$ cat config.mk
export PLATFORM = sky130hd
export DESIGN_NAME = hall_sector_decoder_flat
export DESIGN_NICKNAME = d
export VERILOG_FILES = /design/src/rtl/hsd_pkg.sv /design/src/rtl/hsd_if.sv /design/src/rtl/hsd_decode.sv /design/src/rtl/hall_sector_decoder.sv /design/src/flat_wrapper.sv
export SDC_FILE = /design/constraint.sdc
export NUM_CORES = 1
export LEC_CHECK = 0
export ABC_CLOCK_PERIOD_IN_PS = 10300
export BUFFER_PORTS_ARGS = -buffer_cell sky130_fd_sc_hd__clkbuf_2
export CORE_MARGIN = 1.5
export CORE_UTILIZATION = 45
export CTS_BUF_LIST = sky130_fd_sc_hd__clkbuf_2
export DETAILED_ROUTE_END_ITERATION = 10
export HOLD_SLACK_MARGIN = 0.08
export PLACE_DENSITY_LB_ADDON = 0.15
export SYNTH_ARGS = -nofsm -noshare
export SYNTH_HDL_FRONTEND = slang
export SYNTH_SLANG_ARGS = --single-unit
export TNS_END_PERCENT = 10
$ cat constraint.sdc
create_clock -name clk -period 10.3 [get_ports clk]
set_input_delay 2.06 -clock clk [delete_from_list [all_inputs] [get_ports clk]]
set_output_delay 2.06 -clock clk [all_outputs]
set_load 0.005 [all_outputs]
$ cat src/rtl/hsd_pkg.sv
// ---------------------------------------------------------------------------
// hsd_pkg: shared types and tables for the Hall sector decoder
// Holds the Hall code and step tables, register indexes and the struct
// that carries one decoded sample from the decode logic to the top level.
// ---------------------------------------------------------------------------
`default_nettype none

package hsd_pkg;

    // Default parameter values
    localparam int FRAC_BITS_DEF  = 15;
    localparam int COUNT_BITS_DEF = 32;

    // Configuration port
    localparam int CFG_IDX_W  = 1;
    localparam int CFG_DATA_W = 16;
    localparam logic [CFG_IDX_W-1:0] CFG_INVERT = 1'd0;
    localparam logic [CFG_IDX_W-1:0] CFG_OFFSET = 1'd1;

    // Field widths
    localparam int CODE_W  = 3;
    localparam int SECT_W  = 3;
    localparam int STEP_W  = 3;
    localparam int ANGLE_W = 17;
    localparam int TOTAL_W = 32;
    localparam int CNT_W   = 32;

    // Invalid Hall patterns
    localparam logic [CODE_W-1:0] CODE_ALL_LOW  = 3'b000;
    localparam logic [CODE_W-1:0] CODE_ALL_HIGH = 3'b111;

    // The step of half a turn cannot tell its direction
    localparam logic signed [STEP_W-1:0] STEP_AMBIG = 3'sd3;
    localparam logic signed [STEP_W-1:0] STEP_ZERO  = 3'sd0;

    typedef logic [CODE_W-1:0]         code_t;
    typedef logic [SECT_W-1:0]         sector_t;
    typedef logic signed [STEP_W-1:0]  step_t;
    typedef logic signed [ANGLE_W-1:0] angle_t;

    // One decoded sample
    typedef struct packed {
        logic    changed;    // sample differs from last accepted code
        logic    fault;      // changed and invalid
        logic    load;       // changed and valid: update sector state
        sector_t sector;     // sector of the sample
        step_t   step;       // signed step after direction handling
        logic    plain_we;   // step was unambiguous
        step_t   plain_step; // step before direction handling and inversion
        angle_t  raw_angle;  // sector angle, sign follows inversion
        angle_t  angle;      // raw angle plus offset
    } dec_t;

    // Hall pattern (B C A) to electrical sector
    function automatic sector_t code_to_sector(input code_t code);
        sector_t s;
        case (code)
            3'd2:    s = 3'd2;
            3'd3:    s = 3'd1;
            3'd4:    s = 3'd4;
            3'd5:    s = 3'd5;
            3'd6:    s = 3'd3;
            default: s = 3'd0;
        endcase
        return s;
    endfunction

    // Sector difference modulo six to signed step
    function automatic step_t diff_to_step(input sector_t d);
        step_t s;
        case (d)
            3'd1:    s = 3'sd1;
            3'd2:    s = 3'sd2;
            3'd3:    s = 3'sd3;
            3'd4:    s = -3'sd2;
            3'd5:    s = -3'sd1;
            default: s = 3'sd0;
        endcase
        return s;
    endfunction

endpackage

`default_nettype wire

$ cat src/rtl/hsd_if.sv
// ---------------------------------------------------------------------------
// hsd_if: channel interfaces of the Hall sector decoder
// Sample input, result output and configuration write channels, each a
// valid/ready handshake with its payload.
// ---------------------------------------------------------------------------
`default_nettype none

interface hsd_in_if;
    logic            valid;
    logic            ready;
    hsd_pkg::code_t  hall_code;

    modport source (output valid, output hall_code, input ready);
    modport sink   (input valid, input hall_code, output ready);
endinterface

interface hsd_out_if;
    logic                          valid;
    logic                          ready;
    logic                          code_changed;
    logic                          fault;
    hsd_pkg::sector_t              sector;
    hsd_pkg::step_t                step;
    hsd_pkg::angle_t               angle;
    hsd_pkg::angle_t               raw_angle;
    logic signed [hsd_pkg::TOTAL_W-1:0] step_total;
    logic [hsd_pkg::CNT_W-1:0]     transitions_seen;
    logic [hsd_pkg::CNT_W-1:0]     faults_seen;

    modport source (output valid, output code_changed, output fault, output sector,
                    output step, output angle, output raw_angle, output step_total,
                    output transitions_seen, output faults_seen, input ready);
    modport sink   (input valid, input code_changed, input fault, input sector,
                    input step, input angle, input raw_angle, input step_total,
                    input transitions_seen, input faults_seen, output ready);
endinterface

interface hsd_cfg_if;
    logic                             valid;
    logic                             ready;
    logic [hsd_pkg::CFG_IDX_W-1:0]    idx;
    logic [hsd_pkg::CFG_DATA_W-1:0]   data;

    modport source (output valid, output idx, output data, input ready);
    modport sink   (input valid, input idx, input data, output ready);
endinterface

`default_nettype wire

$ cat src/rtl/hsd_decode.sv
// ---------------------------------------------------------------------------
// hsd_decode: per-sample decode logic
// Compares a sample with the last accepted code, maps it to a sector,
// derives the signed step and the sector angle with inversion and offset.
// ---------------------------------------------------------------------------
`default_nettype none

module hsd_decode #(
    parameter int FRAC_BITS = hsd_pkg::FRAC_BITS_DEF
) (
    input  wire hsd_pkg::code_t             code,
    input  wire hsd_pkg::code_t             last_code,
    input  wire logic                       code_known,
    input  wire hsd_pkg::sector_t           prev_sector,
    input  wire logic                       sector_known,
    input  wire hsd_pkg::step_t             last_plain,
    input  wire logic                       invert,
    input  wire logic signed [hsd_pkg::CFG_DATA_W-1:0] offset,
    output hsd_pkg::dec_t                   dec
);

    // Angle arithmetic is wide enough for a half turn and for the output
    localparam int ANG_W = (FRAC_BITS + 2 > hsd_pkg::ANGLE_W) ?
                           FRAC_BITS + 2 : hsd_pkg::ANGLE_W;
    localparam logic signed [ANG_W-1:0] ANG_ONE =
        ANG_W'(64'd1 << FRAC_BITS);
    localparam logic signed [ANG_W-1:0] ANG_THIRD =
        ANG_W'((64'd1 << FRAC_BITS) / 3);
    localparam logic signed [ANG_W-1:0] ANG_TWO_THIRDS =
        ANG_W'((64'd2 << FRAC_BITS) / 3);

    logic                      invalid;
    hsd_pkg::sector_t          sec;
    logic signed [3:0]         diff;
    hsd_pkg::sector_t          diff_mod;
    hsd_pkg::step_t            step_plain;
    logic                      ambig;
    hsd_pkg::step_t            step_dir;
    hsd_pkg::step_t            step_inv;
    logic signed [ANG_W-1:0]   raw_sec;
    logic signed [ANG_W-1:0]   raw_dir;
    logic signed [ANG_W-1:0]   angle_sum;

    always_comb
    begin
        // Classify the sample
        invalid = (code == hsd_pkg::CODE_ALL_LOW) || (code == hsd_pkg::CODE_ALL_HIGH);
        dec.changed = !code_known || (code != last_code);
        dec.fault   = dec.changed && invalid;
        dec.load    = dec.changed && !invalid;

        // Sector and step, with the half-turn step resolved by the last direction
        sec  = hsd_pkg::code_to_sector(code);
        diff = $signed({1'b0, sec}) - $signed({1'b0, prev_sector});
        diff_mod = diff[3] ? 3'(diff + 4'sd6) : diff[2:0];
        step_plain = sector_known ? hsd_pkg::diff_to_step(diff_mod) : hsd_pkg::STEP_ZERO;
        ambig = (step_plain == hsd_pkg::STEP_AMBIG);
        step_dir = (ambig && last_plain[2]) ? -hsd_pkg::STEP_AMBIG : step_plain;
        step_inv = invert ? -step_dir : step_dir;

        dec.sector     = sec;
        dec.step       = dec.load ? step_inv : hsd_pkg::STEP_ZERO;
        dec.plain_we   = dec.load && !ambig;
        dec.plain_step = step_plain;

        // Sector angle, inversion and offset
        case (sec)
            3'd1:    raw_sec = ANG_THIRD;
            3'd2:    raw_sec = ANG_TWO_THIRDS;
            3'd3:    raw_sec = ANG_ONE;
            3'd4:    raw_sec = -ANG_TWO_THIRDS;
            3'd5:    raw_sec = -ANG_THIRD;
            default: raw_sec = '0;
        endcase
        raw_dir   = invert ? -raw_sec : raw_sec;
        angle_sum = raw_dir + ANG_W'(offset);

        dec.raw_angle = raw_dir[hsd_pkg::ANGLE_W-1:0];
        dec.angle     = angle_sum[hsd_pkg::ANGLE_W-1:0];
    end

endmodule

`default_nettype wire

$ cat src/rtl/hall_sector_decoder.sv
// ---------------------------------------------------------------------------
// hall_sector_decoder: Hall sensor sector decoder
// Decodes 3-bit Hall samples into sector, step, angle and running counts.
// ---------------------------------------------------------------------------
// Takes one Hall sample per clock and returns one result per sample through
// the input register, then the result register. Samples may arrive back to
// back; the rate is one per clock, set by the single decode stage between
// the input register and the sector state, which updates together with the
// result register. A stalled result holds the input register, and the input
// side keeps taking samples as long as the result register is free or
// being drained. The configuration channel is always ready; write it only
// while no sample is in flight. Reset clears the configuration, sector
// state and counters: no code or sector known, counts zero.
// ---------------------------------------------------------------------------
`default_nettype none

module hall_sector_decoder #(
    parameter int FRAC_BITS  = hsd_pkg::FRAC_BITS_DEF,
    parameter int COUNT_BITS = hsd_pkg::COUNT_BITS_DEF
) (
    input  wire logic     clk,
    input  wire logic     rst_n,
    hsd_in_if.sink        sample,
    hsd_out_if.source     result,
    hsd_cfg_if.sink       cfg
);

    logic                                 invert_reg;
    logic signed [hsd_pkg::CFG_DATA_W-1:0] offset_reg;

    logic                 in_valid_reg;
    hsd_pkg::code_t       in_code_reg;

    hsd_pkg::code_t       last_code_reg;
    logic                 code_known_reg;
    hsd_pkg::sector_t     prev_sector_reg;
    logic                 sector_known_reg;
    hsd_pkg::step_t       last_plain_reg;
    logic signed [hsd_pkg::TOTAL_W-1:0] step_sum_reg;
    logic [COUNT_BITS-1:0] trans_cnt_reg;
    logic [COUNT_BITS-1:0] fault_cnt_reg;
    hsd_pkg::angle_t      held_angle_reg;
    hsd_pkg::angle_t      held_raw_reg;

    logic                 out_valid_reg;
    logic                 out_changed_reg;
    logic                 out_fault_reg;
    hsd_pkg::step_t       out_step_reg;

    hsd_pkg::dec_t        dec;
    logic                 advance;

    // Configuration writes
    assign cfg.ready = 1'b1;

    always_ff @(posedge clk or negedge rst_n)
    begin
        if (!rst_n)
        begin
            invert_reg <= 1'b0;
            offset_reg <= '0;
        end
        else if (cfg.valid)
        begin
            case (cfg.idx)
                hsd_pkg::CFG_INVERT: invert_reg <= cfg.data[0];
                hsd_pkg::CFG_OFFSET: offset_reg <= cfg.data;
                default: ;
            endcase
        end
    end

    // Advance when a sample waits and the result register is free or drains
    assign advance      = in_valid_reg && (!out_valid_reg || result.ready);
    assign sample.ready = !in_valid_reg || advance;

    // Input register
    always_ff @(posedge clk or negedge rst_n)
    begin
        if (!rst_n)
        begin
            in_valid_reg <= 1'b0;
        end
        else if (sample.ready)
        begin
            in_valid_reg <= sample.valid;
        end
    end

    always_ff @(posedge clk)
    begin
        if (sample.valid && sample.ready)
        begin
            in_code_reg <= sample.hall_code;
        end
    end

    // Decode against the current state
    hsd_decode #(
        .FRAC_BITS (FRAC_BITS)
    ) u_decode (
        .code         (in_code_reg),
        .last_code    (last_code_reg),
        .code_known   (code_known_reg),
        .prev_sector  (prev_sector_reg),
        .sector_known (sector_known_reg),
        .last_plain   (last_plain_reg),
        .invert       (invert_reg),
        .offset       (offset_reg),
        .dec          (dec)
    );

    // Sector state and counters
    always_ff @(posedge clk or negedge rst_n)
    begin
        if (!rst_n)
        begin
            last_code_reg    <= '0;
            code_known_reg   <= 1'b0;
            prev_sector_reg  <= '0;
            sector_known_reg <= 1'b0;
            last_plain_reg   <= '0;
            step_sum_reg     <= '0;
            trans_cnt_reg    <= '0;
            fault_cnt_reg    <= '0;
            held_angle_reg   <= '0;
            held_raw_reg     <= '0;
        end
        else if (advance)
        begin
            if (dec.changed)
            begin
                trans_cnt_reg <= trans_cnt_reg + 1'b1;
            end
            if (dec.fault)
            begin
                fault_cnt_reg <= fault_cnt_reg + 1'b1;
                step_sum_reg  <= '0;
            end
            if (dec.load)
            begin
                last_code_reg    <= in_code_reg;
                code_known_reg   <= 1'b1;
                prev_sector_reg  <= dec.sector;
                sector_known_reg <= 1'b1;
                held_angle_reg   <= dec.angle;
                held_raw_reg     <= dec.raw_angle;
                step_sum_reg     <= step_sum_reg
                                    + {{(hsd_pkg::TOTAL_W - hsd_pkg::STEP_W){dec.step[2]}},
                                       dec.step};
            end
            if (dec.plain_we)
            begin
                last_plain_reg <= dec.plain_step;
            end
        end
    end

    // Result register
    always_ff @(posedge clk or negedge rst_n)
    begin
        if (!rst_n)
        begin
            out_valid_reg <= 1'b0;
        end
        else if (advance)
        begin
            out_valid_reg <= 1'b1;
        end
        else if (result.ready)
        begin
            out_valid_reg <= 1'b0;
        end
    end

    always_ff @(posedge clk)
    begin
        if (advance)
        begin
            out_changed_reg <= dec.changed;
            out_fault_reg   <= dec.fault;
            out_step_reg    <= dec.step;
        end
    end

    // Held state doubles as the result payload
    assign result.valid            = out_valid_reg;
    assign result.code_changed     = out_changed_reg;
    assign result.fault            = out_fault_reg;
    assign result.step             = out_step_reg;
    assign result.sector           = prev_sector_reg;
    assign result.angle            = held_angle_reg;
    assign result.raw_angle        = held_raw_reg;
    assign result.step_total       = step_sum_reg;
    assign result.transitions_seen = hsd_pkg::CNT_W'(trans_cnt_reg);
    assign result.faults_seen      = hsd_pkg::CNT_W'(fault_cnt_reg);

endmodule

`default_nettype wire
$ cat src/flat_wrapper.sv
// flat-port wrapper written by rule: the top's interface ports become plain ports
module hall_sector_decoder_flat 
#(
    parameter int FRAC_BITS  = hsd_pkg::FRAC_BITS_DEF,
    parameter int COUNT_BITS = hsd_pkg::COUNT_BITS_DEF
)
  (clk, rst_n, sample_valid, sample_hall_code, sample_ready, result_valid, result_code_changed, result_fault, result_sector, result_step, result_angle, result_raw_angle, result_step_total, result_transitions_seen, result_faults_seen, result_ready, cfg_valid, cfg_idx, cfg_data, cfg_ready);
  hsd_in_if sample_i ();
  hsd_out_if result_i ();
  hsd_cfg_if cfg_i ();
  input  wire logic clk;
  input  wire logic rst_n;
  input wire logic [$bits(sample_i.valid)-1:0] sample_valid;
  input wire logic [$bits(sample_i.hall_code)-1:0] sample_hall_code;
  output wire logic [$bits(sample_i.ready)-1:0] sample_ready;
  output wire logic [$bits(result_i.valid)-1:0] result_valid;
  output wire logic [$bits(result_i.code_changed)-1:0] result_code_changed;
  output wire logic [$bits(result_i.fault)-1:0] result_fault;
  output wire logic [$bits(result_i.sector)-1:0] result_sector;
  output wire logic [$bits(result_i.step)-1:0] result_step;
  output wire logic [$bits(result_i.angle)-1:0] result_angle;
  output wire logic [$bits(result_i.raw_angle)-1:0] result_raw_angle;
  output wire logic [$bits(result_i.step_total)-1:0] result_step_total;
  output wire logic [$bits(result_i.transitions_seen)-1:0] result_transitions_seen;
  output wire logic [$bits(result_i.faults_seen)-1:0] result_faults_seen;
  input wire logic [$bits(result_i.ready)-1:0] result_ready;
  input wire logic [$bits(cfg_i.valid)-1:0] cfg_valid;
  input wire logic [$bits(cfg_i.idx)-1:0] cfg_idx;
  input wire logic [$bits(cfg_i.data)-1:0] cfg_data;
  output wire logic [$bits(cfg_i.ready)-1:0] cfg_ready;
  assign sample_i.valid = sample_valid;
  assign sample_i.hall_code = sample_hall_code;
  assign sample_ready = sample_i.ready;
  assign result_valid = result_i.valid;
  assign result_code_changed = result_i.code_changed;
  assign result_fault = result_i.fault;
  assign result_sector = result_i.sector;
  assign result_step = result_i.step;
  assign result_angle = result_i.angle;
  assign result_raw_angle = result_i.raw_angle;
  assign result_step_total = result_i.step_total;
  assign result_transitions_seen = result_i.transitions_seen;
  assign result_faults_seen = result_i.faults_seen;
  assign result_i.ready = result_ready;
  assign cfg_i.valid = cfg_valid;
  assign cfg_i.idx = cfg_idx;
  assign cfg_i.data = cfg_data;
  assign cfg_ready = cfg_i.ready;
  hall_sector_decoder #(.FRAC_BITS(FRAC_BITS), .COUNT_BITS(COUNT_BITS)) u_core (.clk(clk), .rst_n(rst_n), .sample(sample_i), .result(result_i), .cfg(cfg_i));
endmodule
==> flow_metrics.py <==
metrics = {
    "cts": {
        "cts-resized-gates": 0,
        "clk_latency_ns": 0.75,
        "clock-sinks": 158,
        "clock_path_buffers": 2,
        "root_buffer": "clkbuf_2",
        "cts_tree": "done",
        "numCtsBuffers": 17,
        "path_clk_slew_ns": 0.28,
        "htree_levels": 4,
        "holdBufCountCts": 0,
        "cts_setup_buffers": 0,
    },
    "power_and_ir_drop": {
        "p_leak_nw": 5.14,
        "p_sw_w": 0.00128,
        "comb_power_share": 0.560,
        "p_seq_frac": 0.312,
        "swShare": 0.442,
        "clock_power_share": 0.128,
        "total_power_w": 0.00290,
        "p_per_area_nw_per_um2": 280,
        "ir_drop_uv": 131,
        "intPower_w": 0.00162,
    },
    "placement": {
        "port_buffers": 164,
        "globalplace.congestion": 0.809,
        "hpwl_um": 14200,
        "post_dp_cell_area_um2": 10100,
    },
    "synthesis": {
        "ys_types": 67,
        "yosys_warnings": 0,
        "synthFlopType": "dfrtp_1",
        "synth-async-reset-ratio": 0.949,
        "avgSynthCellArea_um2": 9.92,
        "syn_inst": 910,
        "synth_nets": 992,
        "synth_area_leaders": "dfrtp_1 42%, ha_1 7.5%, xnor2_1 7.1%, nand2_1 5.2%, xor2_1 3.9%",
        "synth-edff-count": 8,
        "synth_top_area_share": 0.416,
        "synth-seq-cells": 158,
        "synth_area_leader_cell": "dfrtp_1",
        "ys_seq_area_frac": 0.443,
        "syn-cell-area_um2": 9020,
    },
    "critical_path": {
        "crit_path_start": "u_core.in_code_reg[2]",
        "critical_path_class": "reg -> reg",
        "regToRegStartpoint": "u_core.in_code_reg[2]",
        "cp_data_arrival_time_ns": 7.12,
        "cp_max_fo": 30,
        "worstSetupStartpointType": "register",
        "cp.required_ns": 10.93,
        "worstSetupEndpointType": "register",
    },
    "layout": {
        "stdcell_area_um2": 10300,
        "drive_gt1_frac": 0.227,
        "nets": 1149,
        "multi_input_area_um2": 4820,
        "fillers": 1899,
        "area_delta_synth_final_pct": 14.6,
        "regArea_um2": 3990,
    },
    "global_route": {
        "grt_start_max_net_pins": 80,
        "grt.overflow.total": 0,
        "grt_pass1_wl_um": 32400,
        "antenna_found_initial": 1,
        "grt_pass1_vias": 6556,
        "grt_usage": 0.197,
    },
    "die": {
        "ios": 166,
        "fp.dieH_um": 145,
        "die_x_um": 145,
        "rows": 51,
        "die_area_um2": 20900,
        "start_util": 0.461,
        "core_um2": 19600,
    },
    "routing": {
        "via_per_inst": 5.16,
        "dr.pass1.iters": 4,
        "wl_um": 19600,
        "drtAntennaViolNets": 0,
        "drc": 0,
        "vias": 6951,
        "drtIter0Drc": 233,
        "wire_per_inst_um": 14.6,
    },
    "min_path": {
        "hold_class": "reg -> reg",
        "min_from": "u_core.result.transitions_seen[31]",
    },
    "timing": {
        "tns_ns": 0,
        "max_freq_ghz": 0.154,
        "rsz0062_at_grt": "false",
        "period_needed_ns": 6.48,
        "finalHoldViolations": 0,
        "max-slew-margin-rel": 0.176,
        "tightest_slew_ns": 1.22,
        "final.period_utilization": 0.630,
        "slew_viol_final": 0,
        "finClkSkew_ns": 0.0415,
        "setup_violations": 0,
    },
    "outcome": {
        "outcome": "finished, final reports clean",
    },
    "job": {
        "drv_cap": 0,
    },
}
layer usage:
layer | share of wire | up-vias | GRT usage
met5 | 0 | - | 0
met4 | 0.013 | 0 | 0.0611
met3 | 0.049 | 18 | 0.0424
met2 | 0.44 | 149 | 0.304
met1 | 0.50 | 3255 | 0.277
li1 | - | 3529 | -
cells in the final DEF (no fill, tap or decap), types with 4 or more instances in the layout:
cell	n
clkbuf_2	180
dfrtp_1	150
nand2_1	124
xnor2_1	73
o21ai_0	64
ha_1	54
xor2_1	40
a21oi_1	36
nor2_1	35
nand3_1	34
a21o_1	23
mux2_2	22
nor2b_1	17
nor3_1	16
and3_1	16
nand4_1	16
nand2b_1	15
inv_1	13
o21a_1	10
o31ai_1	9
o21ai_1	8
edfxtp_1	8
a211oi_1	7
a31oi_1	7
inv_6	6
or3_1	6
and2_1	5
o21bai_1	5
a211o_1	5
buf_4	5
o211ai_1	4
mux2i_1	4
worst max-delay path: stages (launching register included):
cell and delay [ns]:
edfxtp_1 0.64, nor2b_1 0.32, nor2_1 0.10, mux2_2 0.29, ha_1 0.19, inv_1 0.07, fa_1 0.53, xor2_1 0.21
and3_1 0.19, o21ai_1 0.43, nand2b_1 0.12, nand3b_1 0.13, ha_1 0.17, nor2b_1 0.07, xnor2_1 0.14, nor2_2 0.08
buf_4 0.34, ha_1 0.36, a211oi_1 0.31, o21bai_1 0.15, a31o_2 0.29, o211ai_2 0.28, o31ai_1 0.17, a31o_2 0.31
a211oi_1 0.27, xor2_1 0.17, o21ai_1 0.08
final timing paths:
kind | cells after the start | slack [ns] | to
worst max-delay path | 26 | 3.82 | u_core.result.step_total[30]
worst min-delay path | 1 | 0.50 | u_core.result.transitions_seen[31]
worst max register to register | 26 | 3.82 | u_core.result.step_total[30]
worst min register to register | 1 | 0.50 | u_core.result.transitions_seen[31]
max in group asynchronous | 2 | 7.58 | u_core.result.step_total[8]
min in group asynchronous | 1 | 1.27 | u_core.result.sector[2]
synthesized netlist by cell type, drive strengths merged (6+ instances only):
library cell  number
ha                54
edfxtp             8
o21a              10
clkbuf            16
o31ai              9
xor2              40
a211oi             7
nand3             34
or2                6
nor3              18
xnor2             74
a21o              23
a21oi             37
dfrtp            150
and3              16
a31oi              7
o21ai             72
nand2            126
buf               15
nand2b            16
nand4             16
or3                6
nor2              39
mux2              22
inv               15
nor2b             17
power groups by stage:
stage	clock network [W]	logic [W]	registers [W]
2_1_floorplan	0	0.00121	0.000900
3_3_place_gp	0	0.00161	0.000915
3_5_place_dp	0	0.00162	0.000917
4_1_cts	0.000390	0.00163	0.000906
5_1_grt	0.000414	0.00185	0.000927
6_report	0.000371	0.00162	0.000903
cells by family after synthesis:
group | count (synthesis) | synth area share
AO/OA/AOI/OAI | 193 | 0.134
XOR/XNOR | 114 | 0.111
adder cells (fa/ha/maj) | 57 | 0.0815
buffers and inverters | 46 | 0.0240
flip-flops | 158 | 0.443
multiplexers | 26 | 0.0319
other | 1 | 0.000416
AND/OR/NAND/NOR | 315 | 0.174
layout make-up:
| class | instances | area share |
|---|---|---|
| Inverter | 15 | 0.00593 |
| Antenna cell | 1 | 0.000242 |
| Tap cell | 265 | 0.0321 |
| Clock buffer | 17 | 0.00823 |
| Sequential cell | 158 | 0.386 |
| Timing Repair Buffer | 169 | 0.0836 |
| Multi-Input combinational cell | 706 | 0.466 |
| Clock inverter | 15 | 0.0173 |
per-stage QoR:
stage               setup WS, ns  hold WS [ns]  utilization  instances
floorplan                   3.65         0.449            -        910
global placement            4.04         0.457        0.514       1313
detailed placement          3.88         0.458        0.514       1313
CTS                         3.81         0.487        0.528       1345
global route                3.20         0.509        0.528       1346
finish                      3.82         0.496        0.528       1346
Power figures use the tool's default switching activity.
